$ cat src/rtl/psds_pkg.sv
// ----------------------------------------------------------------------------
// psds_pkg
// Types and constants shared by the delayed sound slot table and its checker.
// ----------------------------------------------------------------------------
package psds_pkg;

   localparam logic [1:0] MODE_QUEUE = 2'd0;
   localparam logic [1:0] MODE_TICK  = 2'd1;
   localparam logic [1:0] MODE_CLEAR = 2'd2;

   localparam logic [11:0] CODE_MASK    = 12'hfff;
   localparam logic [15:0] LOWEST_START = 16'hffff;

   // One slot of the table. A code of zero means the slot is empty.
   typedef struct packed {
      logic        pending;
      logic [11:0] code;
      logic [15:0] prio;
      logic [15:0] delay;
      logic [15:0] hold;
   } slot_type;

   // Control strobes from the sequencer to the slot memory.
   typedef struct packed {
      logic rd_en;
      logic wr_en;
      logic wr_kill;
      logic clear;
   } ram_ctl_type;

   // Verdict of the slot unit on the entry under examination.
   typedef struct packed {
      logic busy;
      logic match;
      logic better;
      logic play;
      logic kill;
   } alu_flags_type;

endpackage

$ cat src/rtl/psds_ifs.sv
// ----------------------------------------------------------------------------
// psds_req_if / psds_rsp_if
// Valid/ready channels carrying request items in and play results out.
// ----------------------------------------------------------------------------
interface psds_req_if;
   logic        valid;
   logic        ready;
   logic [1:0]  mode;
   logic [11:0] sound_id;
   logic [15:0] start_delay;
   logic [15:0] hold_ticks;
   logic [15:0] request_priority;

   modport source (output valid, output mode, output sound_id, output start_delay,
                   output hold_ticks, output request_priority, input ready);
   modport sink   (input valid, input mode, input sound_id, input start_delay,
                   input hold_ticks, input request_priority, output ready);
endinterface

interface psds_rsp_if;
   logic        valid;
   logic        ready;
   logic [11:0] play_sound;
   logic [4:0]  slot_index;
   logic        last_play;

   modport source (output valid, output play_sound, output slot_index,
                   output last_play, input ready);
   modport sink   (input valid, input play_sound, input slot_index,
                   input last_play, output ready);
endinterface

$ cat src/rtl/psds_slot_ram.sv
// ----------------------------------------------------------------------------
// psds_slot_ram
// Slot storage: one write and one registered read per cycle, with a valid bit
// per entry so that reset and clear empty the whole table at once.
// ----------------------------------------------------------------------------
module psds_slot_ram #(
   parameter int DEPTH = 32,
   parameter int IDX_W = 5
) (
   input  logic                  clock,
   input  logic                  reset,
   input  psds_pkg::ram_ctl_type ctl,
   input  logic [IDX_W-1:0]      wr_addr,
   input  psds_pkg::slot_type    wr_data,
   input  logic [IDX_W-1:0]      rd_addr,
   output psds_pkg::slot_type    rd_data
);

   psds_pkg::slot_type mem [DEPTH];
   logic [DEPTH-1:0]   vld_ff;
   psds_pkg::slot_type rd_data_ff;
   logic               rd_vld_ff;

   always_ff @(posedge clock) begin
      if (ctl.wr_en) begin
         mem[wr_addr] <= wr_data;
      end
      if (ctl.rd_en) begin
         rd_data_ff <= mem[rd_addr];
      end
   end

   always_ff @(posedge clock) begin
      if (reset || ctl.clear) begin
         vld_ff    <= '0;
         rd_vld_ff <= 1'b0;
      end else begin
         if (ctl.wr_en) begin
            vld_ff[wr_addr] <= 1'b1;
         end else if (ctl.wr_kill) begin
            vld_ff[wr_addr] <= 1'b0;
         end
         if (ctl.rd_en) begin
            rd_vld_ff <= vld_ff[rd_addr];
         end
      end
   end

   // An entry that is not valid reads as an empty slot.
   assign rd_data = rd_vld_ff ? rd_data_ff : '0;

endmodule

$ cat src/rtl/psds_slot_alu.sv
// ----------------------------------------------------------------------------
// psds_slot_alu
// Shared slot unit: one decrementer and the priority compares, applied to the
// slot currently read from the table.
// ----------------------------------------------------------------------------
module psds_slot_alu (
   input  logic                    tick,
   input  psds_pkg::slot_type      entry,
   input  psds_pkg::slot_type      req_entry,
   input  logic [15:0]             lowest,
   output psds_pkg::alu_flags_type flags,
   output psds_pkg::slot_type      next_entry,
   output logic [11:0]             play_sound
);

   logic [15:0] operand;
   logic [15:0] dec;
   logic        zero;

   // Pending slots count their delay down, playing slots their hold time.
   assign operand    = entry.pending ? entry.delay : entry.hold;
   assign dec        = operand - 16'd1;
   assign zero       = (operand == 16'd0);
   assign play_sound = entry.code - 12'd1;

   always_comb begin
      flags.busy   = (entry.code != 12'd0);
      flags.match  = flags.busy && (entry.code == req_entry.code);
      flags.better = flags.busy
                     && ((entry.prio < req_entry.prio) || (entry.prio == 16'd0))
                     && (entry.prio < lowest);
      flags.play   = tick && flags.busy && entry.pending && zero;
      flags.kill   = tick && flags.busy && !entry.pending && zero;

      next_entry = entry;
      if (!tick) begin
         next_entry = req_entry;
      end else if (entry.pending) begin
         if (zero) begin
            next_entry.pending = 1'b0;
         end else begin
            next_entry.delay = dec;
         end
      end else begin
         next_entry.hold = dec;
      end
   end

endmodule

$ cat src/rtl/priority_delayed_sound_slots.sv
// ----------------------------------------------------------------------------
// priority_delayed_sound_slots
// Table of delayed sound-request slots walked one slot per cycle unless a tick stalls.
// ----------------------------------------------------------------------------
//   channel  | dir | beat contents
//   ---------+-----+-----------------------------------------------------------
//   req_chan | in  | mode, sound_id, start_delay, hold_ticks, request_priority
//   rsp_chan | out | play_sound, slot_index, last_play (one beat per play)
//
// A request or a tick reads one slot of the table per cycle through the single
// read port, though a tick can stall as below; a request ends early at a
// duplicate or an empty slot. A clear empties the table without leaving the idle
// state. Reset empties the table at once through per-slot valid bits. A tick whose
// play finds both the held play and the output register full waits on that slot until the beat is taken.
// ----------------------------------------------------------------------------
module priority_delayed_sound_slots #(
   parameter int SLOT_COUNT = 32
) (
   input logic        clock,
   input logic        reset,
   psds_req_if.sink   req_chan,
   psds_rsp_if.source rsp_chan
);

   localparam int IDX_W = (SLOT_COUNT > 1) ? $clog2(SLOT_COUNT) : 1;
   localparam logic [IDX_W-1:0] LAST_IDX = IDX_W'(SLOT_COUNT - 1);

   localparam logic [1:0] ST_IDLE  = 2'd0;
   localparam logic [1:0] ST_SCAN  = 2'd1;
   localparam logic [1:0] ST_FLUSH = 2'd2;

   logic [1:0]         state_ff, state_in;
   logic [1:0]         mode_ff, mode_in;
   psds_pkg::slot_type req_ff, req_in;
   logic [IDX_W-1:0]   proc_ff, proc_in;
   logic [15:0]        lowest_ff, lowest_in;
   logic               fb_ok_ff, fb_ok_in;
   logic [IDX_W-1:0]   fb_idx_ff, fb_idx_in;
   logic               held_ok_ff, held_ok_in;
   logic [11:0]        held_sound_ff, held_sound_in;
   logic [4:0]         held_idx_ff, held_idx_in;
   logic               out_valid_ff, out_valid_in;
   logic [11:0]        out_sound_ff, out_sound_in;
   logic [4:0]         out_idx_ff, out_idx_in;
   logic               out_last_ff, out_last_in;

   psds_pkg::ram_ctl_type   ctl;
   logic [IDX_W-1:0]        wr_addr;
   psds_pkg::slot_type      wr_data;
   logic [IDX_W-1:0]        rd_addr;
   psds_pkg::slot_type      rd_data;
   psds_pkg::alu_flags_type flags;
   psds_pkg::slot_type      next_entry;
   logic [11:0]             alu_sound;
   logic [IDX_W+4:0]        proc_wide;
   logic [4:0]              proc_idx5;
   logic [IDX_W-1:0]        proc_next;
   logic                    accept;
   logic                    out_free;
   logic                    at_last;
   logic                    stall;

   psds_slot_ram #(
      .DEPTH (SLOT_COUNT),
      .IDX_W (IDX_W)
   ) u_ram (
      .clock   (clock),
      .reset   (reset),
      .ctl     (ctl),
      .wr_addr (wr_addr),
      .wr_data (wr_data),
      .rd_addr (rd_addr),
      .rd_data (rd_data)
   );

   psds_slot_alu u_alu (
      .tick       (mode_ff == psds_pkg::MODE_TICK),
      .entry      (rd_data),
      .req_entry  (req_ff),
      .lowest     (lowest_ff),
      .flags      (flags),
      .next_entry (next_entry),
      .play_sound (alu_sound)
   );

   assign req_chan.ready      = (state_ff == ST_IDLE);
   assign rsp_chan.valid      = out_valid_ff;
   assign rsp_chan.play_sound = out_sound_ff;
   assign rsp_chan.slot_index = out_idx_ff;
   assign rsp_chan.last_play  = out_last_ff;

   assign accept    = req_chan.valid && req_chan.ready;
   assign out_free  = !out_valid_ff || rsp_chan.ready;
   assign proc_wide = {5'd0, proc_ff};
   assign proc_idx5 = proc_wide[4:0];
   assign proc_next = IDX_W'(proc_ff + 1'b1);
   assign at_last   = (proc_ff == LAST_IDX);
   // A second play cannot be held back while the previous one has nowhere to go.
   assign stall     = flags.play && held_ok_ff && !out_free;

   always_comb begin
      state_in      = state_ff;
      mode_in       = mode_ff;
      req_in        = req_ff;
      proc_in       = proc_ff;
      lowest_in     = lowest_ff;
      fb_ok_in      = fb_ok_ff;
      fb_idx_in     = fb_idx_ff;
      held_ok_in    = held_ok_ff;
      held_sound_in = held_sound_ff;
      held_idx_in   = held_idx_ff;
      out_valid_in  = out_valid_ff;
      out_sound_in  = out_sound_ff;
      out_idx_in    = out_idx_ff;
      out_last_in   = out_last_ff;
      ctl           = '0;
      wr_addr       = proc_ff;
      wr_data       = next_entry;
      rd_addr       = proc_next;

      if (out_valid_ff && rsp_chan.ready) begin
         out_valid_in = 1'b0;
      end

      case (state_ff)
         ST_IDLE: begin
            rd_addr = '0;
            if (accept) begin
               mode_in        = req_chan.mode;
               req_in.pending = 1'b1;
               req_in.code    = req_chan.sound_id + 12'd1;
               req_in.prio    = req_chan.request_priority;
               req_in.delay   = req_chan.start_delay;
               req_in.hold    = req_chan.hold_ticks;
               lowest_in      = psds_pkg::LOWEST_START;
               fb_ok_in       = 1'b0;
               held_ok_in     = 1'b0;
               proc_in        = '0;
               case (req_chan.mode)
                  psds_pkg::MODE_CLEAR: begin
                     ctl.clear = 1'b1;
                  end
                  psds_pkg::MODE_TICK: begin
                     ctl.rd_en = 1'b1;
                     state_in  = ST_SCAN;
                  end
                  psds_pkg::MODE_QUEUE: begin
                     // Sound id all ones would wrap to the empty code.
                     if (req_chan.sound_id != psds_pkg::CODE_MASK) begin
                        ctl.rd_en = 1'b1;
                        state_in  = ST_SCAN;
                     end
                  end
                  default: begin
                  end
               endcase
            end
         end

         ST_SCAN: begin
            if (mode_ff == psds_pkg::MODE_TICK) begin
               if (!stall) begin
                  ctl.wr_en   = flags.busy && !flags.kill;
                  ctl.wr_kill = flags.kill;
                  if (flags.play) begin
                     if (held_ok_ff) begin
                        out_valid_in = 1'b1;
                        out_sound_in = held_sound_ff;
                        out_idx_in   = held_idx_ff;
                        out_last_in  = 1'b0;
                     end
                     held_ok_in    = 1'b1;
                     held_sound_in = alu_sound;
                     held_idx_in   = proc_idx5;
                  end
                  if (at_last) begin
                     state_in = ST_FLUSH;
                  end else begin
                     ctl.rd_en = 1'b1;
                     proc_in   = proc_next;
                  end
               end
            end else if (flags.match) begin
               state_in = ST_IDLE;
            end else if (!flags.busy) begin
               ctl.wr_en = 1'b1;
               state_in  = ST_IDLE;
            end else begin
               if (flags.better) begin
                  lowest_in = rd_data.prio;
                  fb_ok_in  = 1'b1;
                  fb_idx_in = proc_ff;
               end
               if (at_last) begin
                  ctl.wr_en = flags.better || fb_ok_ff;
                  wr_addr   = flags.better ? proc_ff : fb_idx_ff;
                  state_in  = ST_IDLE;
               end else begin
                  ctl.rd_en = 1'b1;
                  proc_in   = proc_next;
               end
            end
         end

         ST_FLUSH: begin
            if (!held_ok_ff) begin
               state_in = ST_IDLE;
            end else if (out_free) begin
               out_valid_in = 1'b1;
               out_sound_in = held_sound_ff;
               out_idx_in   = held_idx_ff;
               out_last_in  = 1'b1;
               held_ok_in   = 1'b0;
               state_in     = ST_IDLE;
            end
         end

         default: begin
            state_in = ST_IDLE;
         end
      endcase
   end

   always_ff @(posedge clock) begin
      if (reset) begin
         state_ff     <= ST_IDLE;
         fb_ok_ff     <= 1'b0;
         held_ok_ff   <= 1'b0;
         out_valid_ff <= 1'b0;
      end else begin
         state_ff     <= state_in;
         fb_ok_ff     <= fb_ok_in;
         held_ok_ff   <= held_ok_in;
         out_valid_ff <= out_valid_in;
      end
   end

   always_ff @(posedge clock) begin
      mode_ff       <= mode_in;
      req_ff        <= req_in;
      proc_ff       <= proc_in;
      lowest_ff     <= lowest_in;
      fb_idx_ff     <= fb_idx_in;
      held_sound_ff <= held_sound_in;
      held_idx_ff   <= held_idx_in;
      out_sound_ff  <= out_sound_in;
      out_idx_ff    <= out_idx_in;
      out_last_ff   <= out_last_in;
   end

endmodule

$ cat src/flat_wrapper.sv
// flat-port wrapper written by rule: the top's interface ports become plain ports
module priority_delayed_sound_slots_flat 
#(
   parameter int SLOT_COUNT = 32
)
  (clock, reset, req_chan_valid, req_chan_mode, req_chan_sound_id, req_chan_start_delay, req_chan_hold_ticks, req_chan_request_priority, req_chan_ready, rsp_chan_valid, rsp_chan_play_sound, rsp_chan_slot_index, rsp_chan_last_play, rsp_chan_ready);
  psds_req_if req_chan_i ();
  psds_rsp_if rsp_chan_i ();
  input logic clock;
  input logic reset;
  input wire logic [$bits(req_chan_i.valid)-1:0] req_chan_valid;
  input wire logic [$bits(req_chan_i.mode)-1:0] req_chan_mode;
  input wire logic [$bits(req_chan_i.sound_id)-1:0] req_chan_sound_id;
  input wire logic [$bits(req_chan_i.start_delay)-1:0] req_chan_start_delay;
  input wire logic [$bits(req_chan_i.hold_ticks)-1:0] req_chan_hold_ticks;
  input wire logic [$bits(req_chan_i.request_priority)-1:0] req_chan_request_priority;
  output wire logic [$bits(req_chan_i.ready)-1:0] req_chan_ready;
  output wire logic [$bits(rsp_chan_i.valid)-1:0] rsp_chan_valid;
  output wire logic [$bits(rsp_chan_i.play_sound)-1:0] rsp_chan_play_sound;
  output wire logic [$bits(rsp_chan_i.slot_index)-1:0] rsp_chan_slot_index;
  output wire logic [$bits(rsp_chan_i.last_play)-1:0] rsp_chan_last_play;
  input wire logic [$bits(rsp_chan_i.ready)-1:0] rsp_chan_ready;
  assign req_chan_i.valid = req_chan_valid;
  assign req_chan_i.mode = req_chan_mode;
  assign req_chan_i.sound_id = req_chan_sound_id;
  assign req_chan_i.start_delay = req_chan_start_delay;
  assign req_chan_i.hold_ticks = req_chan_hold_ticks;
  assign req_chan_i.request_priority = req_chan_request_priority;
  assign req_chan_ready = req_chan_i.ready;
  assign rsp_chan_valid = rsp_chan_i.valid;
  assign rsp_chan_play_sound = rsp_chan_i.play_sound;
  assign rsp_chan_slot_index = rsp_chan_i.slot_index;
  assign rsp_chan_last_play = rsp_chan_i.last_play;
  assign rsp_chan_i.ready = rsp_chan_ready;
  priority_delayed_sound_slots #(.SLOT_COUNT(SLOT_COUNT)) u_core (.clock(clock), .reset(reset), .req_chan(req_chan_i), .rsp_chan(rsp_chan_i));
endmodule
$ cat config.mk
export PLATFORM = sky130hd
export DESIGN_NAME = priority_delayed_sound_slots_flat
export DESIGN_NICKNAME = d
export VERILOG_FILES = /design/src/rtl/psds_pkg.sv /design/src/rtl/psds_ifs.sv /design/src/rtl/psds_slot_ram.sv /design/src/rtl/psds_slot_alu.sv /design/src/rtl/priority_delayed_sound_slots.sv /design/src/flat_wrapper.sv
export SDC_FILE = /design/constraint.sdc
export NUM_CORES = 2
export LEC_CHECK = 0
export BUFFER_PORTS_ARGS = -buffer_cell sky130_fd_sc_hd__buf_4
export CORE_UTILIZATION = 36
export DETAILED_ROUTE_END_ITERATION = 6
export PLACE_DENSITY = 0.57
export RECOVER_POWER = 50
export SETUP_SLACK_MARGIN = 0.5
export SYNTH_ARGS = -nofsm -noshare
export SYNTH_HDL_FRONTEND = slang
export SYNTH_SLANG_ARGS = --single-unit
$ cat constraint.sdc
create_clock -name clock -period 18.6 [get_ports clock]
set_input_delay 0.93 -clock clock [delete_from_list [all_inputs] [get_ports clock]]
set_output_delay 0.93 -clock clock [all_outputs]
set_load 0.005 [all_outputs]
==> metrics.log <==
[metrics] count of cells resized by post-cts repair: 0
[metrics] Synthesis Warnings: 0
[metrics] number of levels the H-tree was split into: 4
[metrics] clock tree root buffer cell: sky130_fd_sc_hd__clkbuf_16
[metrics] violated checks: max-capacitance violations, max-slew violations
[metrics] Std-Cell Core Area: approximately 240,000 um2
[metrics] largest cells by area after synthesis: sky130_fd_sc_hd__edfxtp_1 75%, sky130_fd_sc_hd__mux4_2 9.7%, sky130_fd_sc_hd__o221ai_1 2.5%
[metrics] final number of max-transition violations: 1,272
[metrics] critical path's top delay family: buffers and inverters
[metrics] clock power share: a little over a quarter
[metrics] max-capacitance violation count: 41
[metrics] path depth of the worst reg2reg path: 10
[metrics] list of most frequent post-synthesis cells: 2,136 x sky130_fd_sc_hd__edfxtp_1, 368 x sky130_fd_sc_hd__mux4_2, 308 x sky130_fd_sc_hd__o21ai_0
[metrics] total net switching power: 5.39 mW
[metrics] PwrDens: 165 nW/um2
[metrics] cell depth of the worst hold path: 1
[metrics] Setup Buffers After CTS: 0
[metrics] register clock-pin slew on the reported worst setup and hold paths: roughly 0.06 ns
[metrics] critical path cell sequence: clkbuf_1 > clkbuf_1 > o41ai_1 > nand4bb_1 > clkbuf_1 > or2_0 > nor4_1 > o2bb2ai_4 > clkbuf_1 > buf_4
[metrics] critical path's slowest cell: sky130_fd_sc_hd__clkbuf_1
[metrics] vias after detailed routing: 45,800
[metrics] number of antenna violations at the first check in global routing: 5
[metrics] fraction of synthesis flops using an asynchronous set or reset pin: 0%
[metrics] Placement Rows: roughly 180
[metrics] net count of the finished layout: 4,764
[metrics] distinct cell type count after synthesis: between 80 and 90
[metrics] Starting DRT DRC Count: 5,183
[metrics] Crit. End Element: flop
[metrics] clk buf depth: 3
[metrics] area share of the largest cell type after synthesis: 74.9%
[metrics] most frequent cell after synthesis: sky130_fd_sc_hd__edfxtp_1
[metrics] Worst Slack Setup Final: 7.27 ns
[metrics] register-to-register setup slack: 7.27 ns
[metrics] largest net degree at the start of global routing: 173
[metrics] total grt overflow: 0
[metrics] Clock Skews: 0.0692 ns
[metrics] Mapped Area: 85,600 um2
[metrics] required time of the worst setup path: about 19 ns
[metrics] fin crit period: 11.33 ns
[metrics] status: finished, violations left
[metrics] number of hold-slack violations in the final timing report: 0
[metrics] Syn Area/Cell: 18.8 um2
[metrics] wire length after detailed routing: 231 mm
[metrics] register share of total power: 40.6%
[metrics] DR WL/cell: 28.9 um
[metrics] layout overhead on the synthesized area: 12.8%
[metrics] cell type with the highest aggregate area in the netlist: sky130_fd_sc_hd__edfxtp_1
[metrics] Final period util: around 61%
[metrics] Hold Crit Class: in2reg
[metrics] switching part of the total power: 33.9%
[metrics] hold bufs inserted after CTS: 0
[metrics] TNS Setup: 0 ns
[metrics] minimum setup slack after placement: 11.64 ns
[metrics] number of cells in the finished layout apart from fillers: 7,990
[metrics] total global routing track utilization: 19.2%
[metrics] TritonCTS Sinks: 2,174
[metrics] total die area: 240,000 um2
[metrics] number of enable-type register cells in the synthesized netlist: 2,136
[metrics] net count after synthesis: about 4,700
[metrics] synthesized netlist cell count: 4,556
[metrics] share of post-route cells with drive strength above 1: 19.2%
[metrics] leakage power of the design: between 20 and 30 nW
[metrics] element type at the critical path start: flop
[metrics] TritonCTS clock tree: yes
[metrics] Least-Margin Pin Slew: between 4 and 5 ns
[metrics] number of buffer cells added on primary ports: 85
[metrics] clock latency on the worst-skew pair: 0.89 ns
[metrics] io pins: 86
[metrics] global placement routability congestion: between 0.7 and 0.8
[metrics] highest attainable clock frequency: approximately 90 MHz
[metrics] launch instance of the worst min-delay path: req_chan_request_priority[8]
[metrics] number of global-route vias before repair: 45,400
[metrics] delay of the slowest cell on the worst path: 2.66 ns
[metrics] worst slew margin relative to its limit: -194%
[metrics] DRT antenna net count: 0
[metrics] R2R Path End: u_core.u_ram.rd_data_ff[25]$_DFFE_PP_
[metrics] primary flip-flop cell chosen by synthesis mapping: sky130_fd_sc_hd__edfxtp_1
[metrics] number of synthesized register bits: 2,174
[metrics] vias per cell: roughly 5.7
[metrics] Chip Width: 490 um
[metrics] critical-path maximum fanout: 39
[metrics] Worst path most repeated cell: sky130_fd_sc_hd__clkbuf_1
[metrics] Comb power frac: between 30% and 40%
[metrics] worst hold endpoint: u_core.req_ff[40]$_DFFE_PP_
[metrics] die height: 490 um
[metrics] unrepaired setup endpoints after global routing: false
[metrics] maximum vdd ir drop: between 0.1 and 0.15 mV
[metrics] Bufs and invs on worst path: 5
[metrics] setup violation total in the final timing report: 0
[metrics] first-pass iteration count of the detailed router: 6
[metrics] Worst EP arrival: 11.82 ns
[metrics] critical path start-end classification: reg2reg
[metrics] number of placed instances, taps included: 7,592
[metrics] hpwl dp: 123 mm
[metrics] post-route DRC violation count: 0
[metrics] wire length of the first global-routing pass: 333 mm
[metrics] CTS Buf Count: 215
[metrics] effective utilization at floorplan: 36.3%
[metrics] share of the yosys chip area belonging to registers: 75.8%
[metrics] total internal power: ~11 mW
[metrics] worst reg2reg path startpoint: u_core.u_ram.rd_vld_ff$_SDFFE_PP0P_
cell families (layout without fill, tap and decap cells):
family	Yosys count	after routing	synth area share (%)
flops	2174	2174	75.8
compound gates	1001	1001	7.95
mux	463	463	10.9
simple gates	455	455	2.57
buf+inv	388	670	1.84
fa+ha+maj	39	39	0.570
xor+xnor	36	36	0.368
other cells	0	2	0
registers in the layout, summed over array words and instances, names as in the netlist, 5 cells and up, named ones only:
| name | flops |
|---|---|
| u_core.held_idx_ff | 5 |
| u_core.fb_idx_ff | 5 |
| u_core.u_ram.mem | 1952 |
| u_core.held_sound_ff | 12 |
| u_core.req_ff | 60 |
| u_core.u_ram.rd_data_ff | 61 |
| u_core.proc_ff | 5 |
| u_core.lowest_ff | 16 |
| u_core.rsp_chan.play_sound | 12 |
| u_core.rsp_chan.slot_index | 5 |
routing by layer:
layer,vias up,GRT usage [%],share of wire (%)
li1,19300,-,-
met4,2,5.18,2.6
met3,300,2.63,6.3
met2,1723,30.7,48
met1,24500,27.5,43
met5,-,0,0.0030
per-stage QoR:
| step | power (mW) | utilization (%) | instance area (um2) | hold slack (ns) |
|---|---|---|---|---|
| 2_1_floorplan | 9.98 | - | 85600 | 0.400 |
| 3_3_place_gp | 11.9 | 38.4 | 90500 | 0.405 |
| 3_5_place_dp | 11.9 | 38.4 | 90500 | 0.405 |
| 4_1_cts | 16.1 | 41.2 | 97200 | 0.172 |
| 5_1_grt | 16.6 | 41.0 | 96600 | 0.206 |
| 6_report | 15.9 | 41.0 | 96600 | 0.258 |
worst max-delay path by stage:
stage / startpoint / end / depth (start not counted)
2_1_floorplan: u_core.u_ram.rd_vld_ff$_SDFFE_PP0P_ / u_core.u_ram.mem[23][0]$_DFFE_PP_ / 16
3_3_place_gp: u_core.proc_ff[0]$_SDFFCE_PN0P_ / u_core.u_ram.rd_data_ff[17]$_DFFE_PP_ / 10
3_5_place_dp: u_core.proc_ff[0]$_SDFFCE_PN0P_ / u_core.u_ram.rd_data_ff[17]$_DFFE_PP_ / 10
4_1_cts: u_core.proc_ff[0]$_SDFFCE_PN0P_ / u_core.u_ram.rd_data_ff[17]$_DFFE_PP_ / 10
5_1_grt: u_core.u_ram.rd_vld_ff$_SDFFE_PP0P_ / u_core.u_ram.mem[31][20]$_DFFE_PP_ / 11
6_report: u_core.u_ram.rd_vld_ff$_SDFFE_PP0P_ / u_core.u_ram.rd_data_ff[25]$_DFFE_PP_ / 10
power groups by stage:
stage	Clock, mW	Sequential, mW	Combinational, mW
6_report	4.18	6.46	5.26
3_3_place_gp	0	6.52	5.35
4_1_cts	4.26	6.42	5.41
5_1_grt	4.43	6.48	5.64
2_1_floorplan	0	6.39	3.59
3_5_place_dp	0	6.52	5.40
area by class of cell:
class / count / area (um2)
Clock buffer: 270 / 5590
Tap cell: 3150 / 3940
Sequential cell: 2174 / 64900
Inverter: 61 / 236
Timing Repair Buffer: 213 / 1370
Fill cell: 20700 / 139000
Clock inverter: 126 / 1190
Multi-Input combinational cell: 1994 / 19400
Antenna cell: 2 / 5.00
placed cells by master (no fill, tap or decap), types with 27 or more instances in the layout:
cell type	Yosys	routed
sky130_fd_sc_hd__a21oi_1	33	33
sky130_fd_sc_hd__buf_4	2	84
sky130_fd_sc_hd__clkbuf_1	240	132
sky130_fd_sc_hd__clkbuf_16	0	215
sky130_fd_sc_hd__clkbuf_4	0	47
sky130_fd_sc_hd__clkinv_1	0	51
sky130_fd_sc_hd__clkinv_2	0	38
sky130_fd_sc_hd__dfxtp_1	38	38
sky130_fd_sc_hd__edfxtp_1	2136	2136
sky130_fd_sc_hd__ha_1	39	39
sky130_fd_sc_hd__inv_1	59	60
sky130_fd_sc_hd__mux2_2	70	70
sky130_fd_sc_hd__mux4_2	368	368
sky130_fd_sc_hd__nand2_1	174	176
sky130_fd_sc_hd__nand3_1	41	41
sky130_fd_sc_hd__nor2_1	101	80
sky130_fd_sc_hd__nor3_1	39	40
sky130_fd_sc_hd__o211ai_1	26	27
sky130_fd_sc_hd__o21ai_0	308	307
sky130_fd_sc_hd__o221ai_1	244	244
sky130_fd_sc_hd__o22ai_1	244	244
sky130_fd_sc_hd__o32ai_1	32	32
(Power assumes the default switching activity.)
